## src/hdl/gwww_pkg.sv

```systemverilog
package gwww_pkg;

  // Character codes with a role in the text stream
  localparam logic [7:0] CH_NUL = 8'd0;
  localparam logic [7:0] CH_LF  = 8'd10;
  localparam logic [7:0] CH_CR  = 8'd13;
  localparam logic [7:0] CH_SP  = 8'd32;

  // Pixel width of a space between words
  localparam logic [17:0] SPACE_W = 18'd4;

  // Saturation limits
  localparam logic [15:0] W16_MAX = 16'hFFFF;
  localparam logic [16:0] W17_MAX = 17'h1FFFF;

  // Register map (word index taken from paddr[2])
  localparam logic REG_WRAP = 1'b0;
  localparam logic REG_CAP  = 1'b1;

  // Register reset values
  localparam logic [15:0] WRAP_RST = 16'hFFFF;
  localparam logic [15:0] CAP_RST  = 16'd1024;

  // Glyph widths for codes 0..127; control codes are zero width
  localparam logic [3:0] GLYPH_W [128] = '{
    4'd0, 4'd0, 4'd0, 4'd0, 4'd0, 4'd0, 4'd0, 4'd0,
    4'd0, 4'd0, 4'd0, 4'd0, 4'd0, 4'd0, 4'd0, 4'd0,
    4'd0, 4'd0, 4'd0, 4'd0, 4'd0, 4'd0, 4'd0, 4'd0,
    4'd0, 4'd0, 4'd0, 4'd0, 4'd0, 4'd0, 4'd0, 4'd0,
    4'd4, 4'd2, 4'd4, 4'd7, 4'd6, 4'd9, 4'd7, 4'd2,
    4'd3, 4'd3, 4'd4, 4'd6, 4'd3, 4'd5, 4'd2, 4'd7,
    4'd6, 4'd3, 4'd6, 4'd6, 4'd6, 4'd6, 4'd6, 4'd6,
    4'd6, 4'd6, 4'd2, 4'd3, 4'd5, 4'd6, 4'd5, 4'd7,
    4'd8, 4'd6, 4'd6, 4'd6, 4'd6, 4'd6, 4'd6, 4'd6,
    4'd6, 4'd4, 4'd6, 4'd6, 4'd5, 4'd8, 4'd8, 4'd6,
    4'd6, 4'd7, 4'd6, 4'd6, 4'd6, 4'd6, 4'd8, 4'd10,
    4'd8, 4'd6, 4'd6, 4'd3, 4'd6, 4'd3, 4'd6, 4'd6,
    4'd4, 4'd7, 4'd6, 4'd6, 4'd6, 4'd6, 4'd5, 4'd6,
    4'd6, 4'd2, 4'd5, 4'd5, 4'd2, 4'd9, 4'd6, 4'd6,
    4'd6, 4'd6, 4'd6, 4'd6, 4'd5, 4'd6, 4'd6, 4'd6,
    4'd6, 4'd6, 4'd6, 4'd4, 4'd2, 4'd5, 4'd7, 4'd0
  };

  // Width of one byte; upper half of the code space has no glyph
  function automatic logic [3:0] glyph_width(input logic [7:0] c);
    return c[7] ? 4'd0 : GLYPH_W[c[6:0]];
  endfunction

  // Sequencer states
  typedef enum logic [2:0] {
    ST_IDLE,
    ST_FLUSH,
    ST_WORD_RD,
    ST_WORD_EM,
    ST_CLOSE,
    ST_DONE,
    ST_END
  } state_t;

  // One result transaction
  typedef struct packed {
    logic [7:0]  out_char;
    logic        char_valid;
    logic        run_last;
    logic        text_done;
    logic [15:0] line_count;
    logic        truncated;
  } res_t;

endpackage

```

## src/hdl/gwww_ifs.sv

```systemverilog
interface gwww_in_if;
  logic       valid;
  logic       ready;
  logic [7:0] in_char;
  logic       end_of_text;

  modport source (output valid, output in_char, output end_of_text, input ready);
  modport sink   (input valid, input in_char, input end_of_text, output ready);
endinterface

interface gwww_out_if;
  logic        valid;
  logic        ready;
  logic [7:0]  out_char;
  logic        char_valid;
  logic        run_last;
  logic        text_done;
  logic [15:0] line_count;
  logic        truncated;

  modport source (output valid, output out_char, output char_valid, output run_last,
                  output text_done, output line_count, output truncated, input ready);
  modport sink   (input valid, input out_char, input char_valid, input run_last,
                  input text_done, input line_count, input truncated, output ready);
endinterface

```

## src/hdl/glyph_width_word_wrap.sv

```systemverilog
// Greedy word wrap over a byte stream using per-glyph pixel widths. Bytes come in on in_if;
// CR/LF end a line (runs collapse), spaces split words (runs collapse). Word bytes are kept
// in a TOKEN_DEPTH-entry word RAM; extra bytes are dropped but still add width, and the
// truncated flag rises. At a space, line break or end of text the buffered word is drained
// from the RAM onto out_if, preceded by a space or a newline depending on wrap_width
// (APB offset 0x0). At most out_capacity-1 characters (offset 0x4) go out per text; the
// rest are dropped. The last byte of a text is followed by a closing transaction with
// text_done and the line count, and the text state returns to reset.
// Sequencing: a plain word byte is stored and yields nothing. A space or line break runs
// through FLUSH, then WORD_RD and WORD_EM in turn for each buffered word byte, then CLOSE;
// end of text adds DONE, and END follows. The word RAM has a single read port, so reads
// and emits alternate, and results pass through the one-entry result holding stage in front
// of the output register; a busy output stalls the sequence. One item is in flight at a time.
module glyph_width_word_wrap #(
  parameter int TOKEN_DEPTH = 32
) (
  input  logic        clk,
  input  logic        rst_n,
  gwww_in_if.sink     in_if,
  gwww_out_if.source  out_if,
  input  logic        psel,
  input  logic        penable,
  input  logic        pwrite,
  input  logic [2:0]  paddr,
  input  logic [31:0] pwdata,
  output logic [31:0] prdata,
  output logic        pready
);

  import gwww_pkg::*;

  localparam int AW = $clog2(TOKEN_DEPTH);
  localparam int LW = $clog2(TOKEN_DEPTH + 1);
  localparam logic [LW-1:0] DEPTH_L = LW'(TOKEN_DEPTH);

  // Registers
  state_t        state_r, state_nxt;
  logic [7:0]    char_r, char_nxt;
  logic          last_r, last_nxt;
  logic [LW-1:0] wl_r, wl_nxt;
  logic [LW-1:0] idx_r, idx_nxt;
  logic [15:0]   ww_r, ww_nxt;
  logic [16:0]   lw_r, lw_nxt;
  logic          lo_r, lo_nxt;
  logic [15:0]   lines_r, lines_nxt;
  logic [15:0]   chars_r, chars_nxt;
  logic          drop_r, drop_nxt;
  logic [15:0]   wrap_r, wrap_nxt;
  logic [15:0]   cap_r, cap_nxt;
  logic          pend_v_r, pend_v_nxt;
  res_t          pend_r, pend_nxt;
  logic          out_v_r, out_v_nxt;
  res_t          out_r, out_nxt;

  // Misc combinational
  logic          in_fire;
  logic          out_free;
  logic          can_emit;
  logic [15:0]   limit;
  logic          room;
  logic          is_brk;
  logic          is_spc;
  logic          in_brk;
  logic          in_spc;
  logic          closing;
  logic [15:0]   lines_inc;
  logic [16:0]   ww_sum;
  logic [17:0]   lw_ww;
  logic [17:0]   lw_sum;
  logic          ram_we;
  logic [7:0]    ram_rdata;

  // Generated result request
  logic          gen_v;
  logic          gen_force;
  res_t          gen_res;
  logic          emit;

  // Word store
  gwww_ram #(
    .WIDTH (8),
    .DEPTH (TOKEN_DEPTH)
  ) u_word_ram (
    .clk   (clk),
    .we    (ram_we),
    .waddr (wl_r[AW-1:0]),
    .wdata (in_if.in_char),
    .raddr (idx_r[AW-1:0]),
    .rdata (ram_rdata)
  );

  // Handshake and helpers
  assign in_if.ready = (state_r == ST_IDLE);
  assign in_fire     = in_if.valid && in_if.ready;
  assign out_free    = !out_v_r || out_if.ready;
  assign can_emit    = !pend_v_r || out_free;
  assign limit       = (cap_r == 16'd0) ? 16'd0 : cap_r - 16'd1;
  assign room        = chars_r < limit;
  assign is_brk      = (char_r == CH_CR) || (char_r == CH_LF);
  assign is_spc      = (char_r == CH_SP);
  assign in_brk      = (in_if.in_char == CH_CR) || (in_if.in_char == CH_LF);
  assign in_spc      = (in_if.in_char == CH_SP);
  assign closing     = is_brk || last_r;
  assign lines_inc   = (lines_r == W16_MAX) ? lines_r : lines_r + 16'd1;
  assign ww_sum      = {1'b0, ww_r} + {13'd0, glyph_width(in_if.in_char)};
  assign lw_ww       = {1'b0, lw_r} + {2'b0, ww_r};
  assign lw_sum      = lw_ww + SPACE_W;
  assign ram_we      = in_fire && !in_brk && !in_spc && (wl_r < DEPTH_L);

  // Output port
  assign out_if.valid      = out_v_r;
  assign out_if.out_char   = out_r.out_char;
  assign out_if.char_valid = out_r.char_valid;
  assign out_if.run_last   = out_r.run_last;
  assign out_if.text_done  = out_r.text_done;
  assign out_if.line_count = out_r.line_count;
  assign out_if.truncated  = out_r.truncated;

  // Configuration port
  assign pready = 1'b1;

  always_comb begin
    wrap_nxt = wrap_r;
    cap_nxt  = cap_r;
    if (psel && penable && pwrite) begin
      unique case (paddr[2])
        REG_WRAP: wrap_nxt = pwdata[15:0];
        REG_CAP:  cap_nxt  = pwdata[15:0];
        default:  ;
      endcase
    end
  end

  always_comb begin
    unique case (paddr[2])
      REG_WRAP: prdata = {16'd0, wrap_r};
      REG_CAP:  prdata = {16'd0, cap_r};
      default:  prdata = 32'd0;
    endcase
  end

  // Next state
  always_comb begin
    state_nxt = state_r;
    unique case (state_r)
      ST_IDLE: begin
        if (in_fire && (in_brk || in_spc || in_if.end_of_text)) begin
          state_nxt = ST_FLUSH;
        end
      end
      ST_FLUSH: begin
        if (wl_r == '0) begin
          state_nxt = ST_CLOSE;
        end else if (can_emit) begin
          state_nxt = ST_WORD_RD;
        end
      end
      ST_WORD_RD: begin
        state_nxt = (idx_r == wl_r) ? ST_CLOSE : ST_WORD_EM;
      end
      ST_WORD_EM: begin
        if (can_emit) begin
          state_nxt = ST_WORD_RD;
        end
      end
      ST_CLOSE: begin
        if (can_emit) begin
          state_nxt = last_r ? ST_DONE : ST_END;
        end
      end
      ST_DONE: begin
        if (can_emit) begin
          state_nxt = ST_END;
        end
      end
      ST_END: begin
        if (!pend_v_r || out_free) begin
          state_nxt = ST_IDLE;
        end
      end
      default: state_nxt = ST_IDLE;
    endcase
  end

  // Datapath and outputs
  always_comb begin
    char_nxt   = char_r;
    last_nxt   = last_r;
    wl_nxt     = wl_r;
    idx_nxt    = idx_r;
    ww_nxt     = ww_r;
    lw_nxt     = lw_r;
    lo_nxt     = lo_r;
    lines_nxt  = lines_r;
    chars_nxt  = chars_r;
    drop_nxt   = drop_r;
    pend_v_nxt = pend_v_r;
    pend_nxt   = pend_r;
    out_v_nxt  = out_v_r && !out_if.ready;
    out_nxt    = out_r;
    gen_v      = 1'b0;
    gen_force  = 1'b0;
    gen_res    = '{out_char: CH_NUL, char_valid: 1'b1, run_last: 1'b0,
                   text_done: 1'b0, line_count: lines_r, truncated: drop_r};

    unique case (state_r)
      ST_IDLE: begin
        if (in_fire) begin
          char_nxt = in_if.in_char;
          last_nxt = in_if.end_of_text;
          if (!in_brk && !in_spc) begin
            // Word byte: store if room, width always counts
            if (wl_r < DEPTH_L) begin
              wl_nxt = wl_r + LW'(1);
            end else begin
              drop_nxt = 1'b1;
            end
            ww_nxt = ww_sum[16] ? W16_MAX : ww_sum[15:0];
            lo_nxt = 1'b1;
          end
        end
      end
      ST_FLUSH: begin
        // Separator ahead of a word that is not first on the line
        if (wl_r != '0 && can_emit) begin
          idx_nxt = '0;
          if (lw_r != '0) begin
            gen_v = 1'b1;
            if (lw_ww > {2'b0, wrap_r}) begin
              lw_nxt             = '0;
              lines_nxt          = lines_inc;
              gen_res.out_char   = CH_LF;
              gen_res.line_count = lines_inc;
            end else begin
              gen_res.out_char = CH_SP;
            end
          end
        end
      end
      ST_WORD_RD: begin
        // Word drained: advance the line width
        if (idx_r == wl_r) begin
          lw_nxt = lw_sum[17] ? W17_MAX : lw_sum[16:0];
          wl_nxt = '0;
          ww_nxt = '0;
        end
      end
      ST_WORD_EM: begin
        if (can_emit) begin
          gen_v            = 1'b1;
          gen_res.out_char = ram_rdata;
          idx_nxt          = idx_r + LW'(1);
        end
      end
      ST_CLOSE: begin
        if (can_emit) begin
          if (closing) begin
            if (lo_r || is_spc) begin
              gen_v              = 1'b1;
              lines_nxt          = lines_inc;
              gen_res.out_char   = CH_LF;
              gen_res.line_count = lines_inc;
            end
            lo_nxt = 1'b0;
            lw_nxt = '0;
          end else begin
            lo_nxt = lo_r || is_spc;
          end
        end
      end
      ST_DONE: begin
        if (can_emit) begin
          gen_v              = 1'b1;
          gen_force          = 1'b1;
          gen_res.char_valid = 1'b0;
          gen_res.text_done  = 1'b1;
          wl_nxt             = '0;
          ww_nxt             = '0;
          lw_nxt             = '0;
          lo_nxt             = 1'b0;
          lines_nxt          = '0;
          chars_nxt          = '0;
          drop_nxt           = 1'b0;
        end
      end
      ST_END: begin
        // Last result of the item goes out marked
        if (pend_v_r && out_free) begin
          out_nxt          = pend_r;
          out_nxt.run_last = 1'b1;
          out_v_nxt        = 1'b1;
          pend_v_nxt       = 1'b0;
        end
      end
      default: ;
    endcase

    // Capacity check; a produced result waits in the holding stage
    emit = gen_v && (gen_force || room);
    if (gen_v && !gen_force && !room) begin
      drop_nxt = 1'b1;
    end
    if (emit) begin
      if (!gen_force) begin
        chars_nxt = chars_r + 16'd1;
      end
      if (pend_v_r) begin
        out_nxt   = pend_r;
        out_v_nxt = 1'b1;
      end
      pend_nxt   = gen_res;
      pend_v_nxt = 1'b1;
    end
  end

  // Control state
  always_ff @(posedge clk) begin
    if (!rst_n) begin
      state_r  <= ST_IDLE;
      wl_r     <= '0;
      ww_r     <= '0;
      lw_r     <= '0;
      lo_r     <= 1'b0;
      lines_r  <= '0;
      chars_r  <= '0;
      drop_r   <= 1'b0;
      wrap_r   <= WRAP_RST;
      cap_r    <= CAP_RST;
      pend_v_r <= 1'b0;
      out_v_r  <= 1'b0;
    end else begin
      state_r  <= state_nxt;
      wl_r     <= wl_nxt;
      ww_r     <= ww_nxt;
      lw_r     <= lw_nxt;
      lo_r     <= lo_nxt;
      lines_r  <= lines_nxt;
      chars_r  <= chars_nxt;
      drop_r   <= drop_nxt;
      wrap_r   <= wrap_nxt;
      cap_r    <= cap_nxt;
      pend_v_r <= pend_v_nxt;
      out_v_r  <= out_v_nxt;
    end
  end

  // Payload
  always_ff @(posedge clk) begin
    char_r <= char_nxt;
    last_r <= last_nxt;
    idx_r  <= idx_nxt;
    pend_r <= pend_nxt;
    out_r  <= out_nxt;
  end

`ifndef SYNTH
  // No result left behind when a new byte is taken
  a_idle_no_pend: assert property (@(posedge clk) disable iff (!rst_n)
    in_if.ready |-> !pend_v_r)
    else $error("holding stage not empty while accepting input");

  // Word count never passes the store depth
  a_wl_bound: assert property (@(posedge clk) disable iff (!rst_n)
    wl_r <= DEPTH_L)
    else $error("word length beyond store depth");

  // Drain only reads entries of the current word
  a_drain_range: assert property (@(posedge clk) disable iff (!rst_n)
    (state_r == ST_WORD_EM) |-> (idx_r < wl_r))
    else $error("word drain index out of range");

  // Closing transaction is always the last of its item
  a_done_last: assert property (@(posedge clk) disable iff (!rst_n)
    (out_v_r && out_r.text_done) |-> out_r.run_last)
    else $error("closing transaction not marked last");

  // A closing transaction clears the text counters
  a_done_clear: assert property (@(posedge clk) disable iff (!rst_n)
    (state_r == ST_DONE && can_emit) |=> (lines_r == '0 && chars_r == '0 && !drop_r))
    else $error("text state not cleared after closing");
`endif

endmodule

```

## src/hdl/gwww_ram.sv

```systemverilog
module gwww_ram #(
  parameter int WIDTH = 8,
  parameter int DEPTH = 32
) (
  input  logic                     clk,
  input  logic                     we,
  input  logic [$clog2(DEPTH)-1:0] waddr,
  input  logic [WIDTH-1:0]         wdata,
  input  logic [$clog2(DEPTH)-1:0] raddr,
  output logic [WIDTH-1:0]         rdata
);

  logic [WIDTH-1:0] mem [DEPTH];

  // One write port, one registered read port
  always_ff @(posedge clk) begin
    if (we) begin
      mem[waddr] <= wdata;
    end
    rdata <= mem[raddr];
  end

endmodule
```

## src/flat_wrapper.sv

```systemverilog
// flat-port wrapper written by rule: the top's interface ports become plain ports
module glyph_width_word_wrap_flat import gwww_pkg::*;
#(
  parameter int TOKEN_DEPTH = 32
)
  (clk, rst_n, psel, penable, pwrite, paddr, pwdata, prdata, pready, in_if_valid, in_if_in_char, in_if_end_of_text, in_if_ready, out_if_valid, out_if_out_char, out_if_char_valid, out_if_run_last, out_if_text_done, out_if_line_count, out_if_truncated, out_if_ready);
  gwww_in_if in_if_i ();
  gwww_out_if out_if_i ();
  input  logic clk;
  input  logic rst_n;
  input  logic psel;
  input  logic penable;
  input  logic pwrite;
  input  logic [2:0] paddr;
  input  logic [31:0] pwdata;
  output logic [31:0] prdata;
  output logic pready;
  input wire logic [$bits(in_if_i.valid)-1:0] in_if_valid;
  input wire logic [$bits(in_if_i.in_char)-1:0] in_if_in_char;
  input wire logic [$bits(in_if_i.end_of_text)-1:0] in_if_end_of_text;
  output wire logic [$bits(in_if_i.ready)-1:0] in_if_ready;
  output wire logic [$bits(out_if_i.valid)-1:0] out_if_valid;
  output wire logic [$bits(out_if_i.out_char)-1:0] out_if_out_char;
  output wire logic [$bits(out_if_i.char_valid)-1:0] out_if_char_valid;
  output wire logic [$bits(out_if_i.run_last)-1:0] out_if_run_last;
  output wire logic [$bits(out_if_i.text_done)-1:0] out_if_text_done;
  output wire logic [$bits(out_if_i.line_count)-1:0] out_if_line_count;
  output wire logic [$bits(out_if_i.truncated)-1:0] out_if_truncated;
  input wire logic [$bits(out_if_i.ready)-1:0] out_if_ready;
  assign in_if_i.valid = in_if_valid;
  assign in_if_i.in_char = in_if_in_char;
  assign in_if_i.end_of_text = in_if_end_of_text;
  assign in_if_ready = in_if_i.ready;
  assign out_if_valid = out_if_i.valid;
  assign out_if_out_char = out_if_i.out_char;
  assign out_if_char_valid = out_if_i.char_valid;
  assign out_if_run_last = out_if_i.run_last;
  assign out_if_text_done = out_if_i.text_done;
  assign out_if_line_count = out_if_i.line_count;
  assign out_if_truncated = out_if_i.truncated;
  assign out_if_i.ready = out_if_ready;
  glyph_width_word_wrap #(.TOKEN_DEPTH(TOKEN_DEPTH)) u_core (.clk(clk), .rst_n(rst_n), .in_if(in_if_i), .out_if(out_if_i), .psel(psel), .penable(penable), .pwrite(pwrite), .paddr(paddr), .pwdata(pwdata), .prdata(prdata), .pready(pready));
endmodule
```

## config.mk

```make
export PLATFORM = sky130hd
export DESIGN_NAME = glyph_width_word_wrap_flat
export DESIGN_NICKNAME = d
export VERILOG_FILES = /design/src/hdl/gwww_pkg.sv /design/src/hdl/gwww_ifs.sv /design/src/hdl/glyph_width_word_wrap.sv /design/src/hdl/gwww_ram.sv /design/src/flat_wrapper.sv
export SDC_FILE = /design/constraint.sdc
export NUM_CORES = 1
export LEC_CHECK = 0
export ABC_AREA = 1
export BUFFER_PORTS_ARGS = -buffer_cell sky130_fd_sc_hd__buf_4
export CAP_MARGIN = 40
export CORE_MARGIN = 4
export CORE_UTILIZATION = 45
export CTS_CLUSTER_SIZE = 40
export DETAILED_ROUTE_END_ITERATION = 12
export PLACE_DENSITY_LB_ADDON = 0.05
export SLEW_MARGIN = 20
export SYNTH_ARGS = -nofsm -noshare
export SYNTH_HDL_FRONTEND = slang
export SYNTH_SLANG_ARGS = --single-unit
```

## constraint.sdc

```tcl
create_clock -name clk -period 14 [get_ports clk]
set_input_delay 2.8 -clock clk [delete_from_list [all_inputs] [get_ports clk]]
set_output_delay 2.8 -clock clk [all_outputs]
set_load 0.01 [all_outputs]
```

==> impl_metrics.toml <==
[status]
status = "complete, no violations"

[critical_path]
crit_family = "buffers and inverters"
cp_max_fo = 33
crit_chain = "buf_4 > o21ai_0 > buf_4"
cp.arrival_ns = 3.54
critPathSlowestCell = "o21ai_0"
endpoint_kind = "primary output"
crit-reg2reg-launch = "u_core.cap_r[0]$_SDFFE_PN0P_"
cp_common_cell = "buf_4"
timing_worst_setup_path_type = "primary input to primary output"
worstPathRequired_ns = 11.20
critPathLaunchType = "primary input"
slowest_delay_ns = 0.34
crit_buf_inv = 2
worstSetupStartpoint = "paddr[2]"

[place]
dpl.cell_count = 3324
hpwl_um = 40600
place_congestion = 0.888
placed_area_sq_um = 24200
dp_slack_ns = 7.10
portBuffers = 78

[sta]
setup_viol = 0
tightestPinTransition_ns = 0.846
min_period_ns = 6.34
max_freq_ghz = 0.158
timing.setup.tns_ns = 0
slew_viol_final = 0
relSlewSlack_pct = 43.4
finalCritPeriodShare_pct = 45.3
skew_ns = 0.0187
rsz0062_at_grt = "no"
timing.final.hold_violations = 0
hold_ws_ns = 0.444
setup_slack_ns = 7.66

[drt]
totalWireLength_um = 61600
drcViolationCount = 0
wl_per_cell_um = 18.0
first_pass_iters = 5
vias_per_cell = 5.45
antenna_left = 0
vias = 18700
drt_iter0_markers = 1492

[cts]
cts_setup_buffers = 0
numCtsBuffers = 49
cts_resized = 0
cts_tree = "done"
cts_max_level = 2
cts_buffer_depth = 3
clk_pin_slew_ns = 0.06
cts-root-buf = "clkbuf_16"
insertion_delay_ns = 0.61
cts.sinks = 444
cts_hold_buf = 0

[global_route]
grt_util_met2_pct = 34.1
grt_max_degree = 88
grt_util_met3_pct = 2.88
overflow = 0
first_global_vias = 17200
grt_most_used_layer = "met2"
gr-usage-all-layers_pct = 21.5
grt_pass1_wl_um = 96600
grt_util_met1_pct = 31.3
antenna_found_initial = 2

[final_layout]
n_antenna_cell = 0
fin_cells = 3425
area_growth_pct = 12.1
final_cell_mix = "nand2_1, nor2_1, edfxtp_1"
fillers = 4716
nets = 2832
fin_area_sq_um = 25900
layout-drive-gt1-share_pct = 9.95
layout_commonest_cell = "nand2_1"
fin_util_pct = 51.4

[power]
p_int_mw = 2.49
total_power_mw = 3.65
vdd_drop_max_mv = 0.102
p_sw_share_pct = 31.8
combPwrFrac_pct = 21.1
switching_power_mw = 1.16
leakagePower_nw = 9.87
power.density_nw_per_um2 = 141
power_frac_seq_pct = 43.4
pwr-share-clk_pct = 35.6

[floorplan]
num_rows = 82
dieHeight_um = 235
die_area_sq_um = 55100
pin_count = 114
chipWidth_um = 235
core_sq_um = 50500
initial_core_util_pct = 45.8

[synth]
synth_edf_count = 326
dominantRegCellSynth = "edfxtp_1"
yosysWarnings = 0
syn_area_sq_um = 23100
yosysTopAreaCell = "edfxtp_1"
ys_types = 57
synthCells = 2676
syn_area_per_cell_sq_um = 8.65
synth-seq-area-share_pct = 52.5
ys_seq_elements = 444
synth_top_area_share_pct = 42.3
async_flop_share_pct = 0
synthTopCellsByArea = "edfxtp_1, dfxtp_1, nand2_1"

[hold_path]
min_from = "u_core.drop_r$_SDFFE_PN0P_"
worstHoldPathType = "flop to flop"

[run]
drv_cap = 0
## cell families after synthesis
group	count (synthesis)	share of synthesized area, %
buffers and inverters	392	6.88
other	2	0.0325
xor gates and xnor gates	39	1.48
and+or+nand+nor	1124	20.9
adders and majority gates	67	3.69
AOI/OAI and AO/OA	608	14.6
DFF	444	52.5
## sequential cells by signal (all words and copies together) (netlist names), named ones only
register and cells:
u_core.char_r 8, u_core.lines_r 16, u_core.last_r 1, u_core.pend_v_r 1, u_core.drop_r 1, u_core.ww_r 16
u_core.lw_r 17, u_core.wrap_r 16, u_core.idx_r 6, u_core.state_r 3, u_core.chars_r 16, u_core.cap_r 16
u_core.u_word_ram.mem 256, u_core.out_if.valid 1, u_core.wl_r 6, u_core.lo_r 1, u_core.pend_r 27, u_core.u_word_ram.rdata 8
## layout make-up
class	instances	area, sq um	area share [%]
Sequential cell	444	12200	46.9
Timing Repair Buffer	105	883	3.41
Tap cell	672	841	3.24
Inverter	259	976	3.76
Clock buffer	67	1340	5.18
Clock inverter	23	273	1.05
Multi-Input combinational cell	1855	9470	36.5
## worst register-to-register path: stages, from the launching register on
cell and delay (ns):
dfxtp_1 0.34, inv_1 0.14, nand3_1 0.13, nor3_1 0.24, nand2_1 0.15, nor3_1 0.26, nand3_1 0.17, nor2_1 0.14
xor2_1 0.17, nand2_1 0.07, ha_1 0.29, nand2_1 0.07, inv_1 0.05, a221oi_1 0.22, o21ai_0 0.12, a31oi_1 0.17
nand2_1 0.12, nand2_2 0.31, nand2_2 0.21, buf_12 0.25, inv_2 0.45
## cells in the mapped netlist (3+ instances only)
| cell type | instances |
|---|---|
| nand3b_1 | 4 |
| nor4_1 | 11 |
| buf_1 | 4 |
| xor2_1 | 36 |
| buf_4 | 21 |
| nor2_4 | 3 |
| buf_2 | 19 |
| inv_1 | 231 |
| clkbuf_1 | 87 |
| o211ai_1 | 18 |
| nor2_2 | 20 |
| a32oi_1 | 7 |
| dfxtp_1 | 118 |
| ha_1 | 65 |
| o22ai_1 | 43 |
| o221ai_1 | 22 |
| nand2_4 | 7 |
| o21ai_0 | 282 |
| clkinv_1 | 5 |
| o31ai_1 | 5 |
| xnor2_1 | 3 |
| nand2_1 | 448 |
| and2_1 | 3 |
| nand3_2 | 3 |
| a31oi_1 | 9 |
| o21ai_1 | 21 |
| nor3_2 | 3 |
| nand3_1 | 137 |
| inv_2 | 22 |
| a221oi_1 | 7 |
| nor2_1 | 388 |
| or2_2 | 7 |
| nand2_2 | 20 |
| a21oi_2 | 3 |
| a211oi_1 | 8 |
| edfxtp_1 | 326 |
| nand4_1 | 27 |
| a21oi_1 | 172 |
| nor3_1 | 36 |
## metal layers
| metal | routed length [um] | part of all wire (%) |
|---|---|---|
| met5 | 0 | 0 |
| met2 | 28300 | 46 |
| met1 | 28900 | 47 |
| met4 | 1320 | 2.1 |
| met3 | 3090 | 5.0 |
## path summary, 6_finish.rpt
check | end | slack [ns] | cells past startpoint
setup / recovery | prdata[12] | 7.66 | 3
hold / removal | u_core.pend_r[0]$_DFFE_PP_ | 0.44 | 0
setup reg to reg | u_core.pend_r[13]$_DFFE_PP_ | 9.54 | 20
hold reg to reg | u_core.pend_r[0]$_DFFE_PP_ | 0.44 | 0
## power by group through the flow
stage | clock (mW) | sequential [mW] | combinational, mW
2_1_floorplan | 0 | 1.58 | 0.529
3_3_place_gp | 0 | 1.61 | 0.728
3_5_place_dp | 0 | 1.61 | 0.746
4_1_cts | 1.33 | 1.58 | 0.749
5_1_grt | 1.39 | 1.59 | 0.857
6_report | 1.30 | 1.58 | 0.767
(Power assumes the default switching activity.)
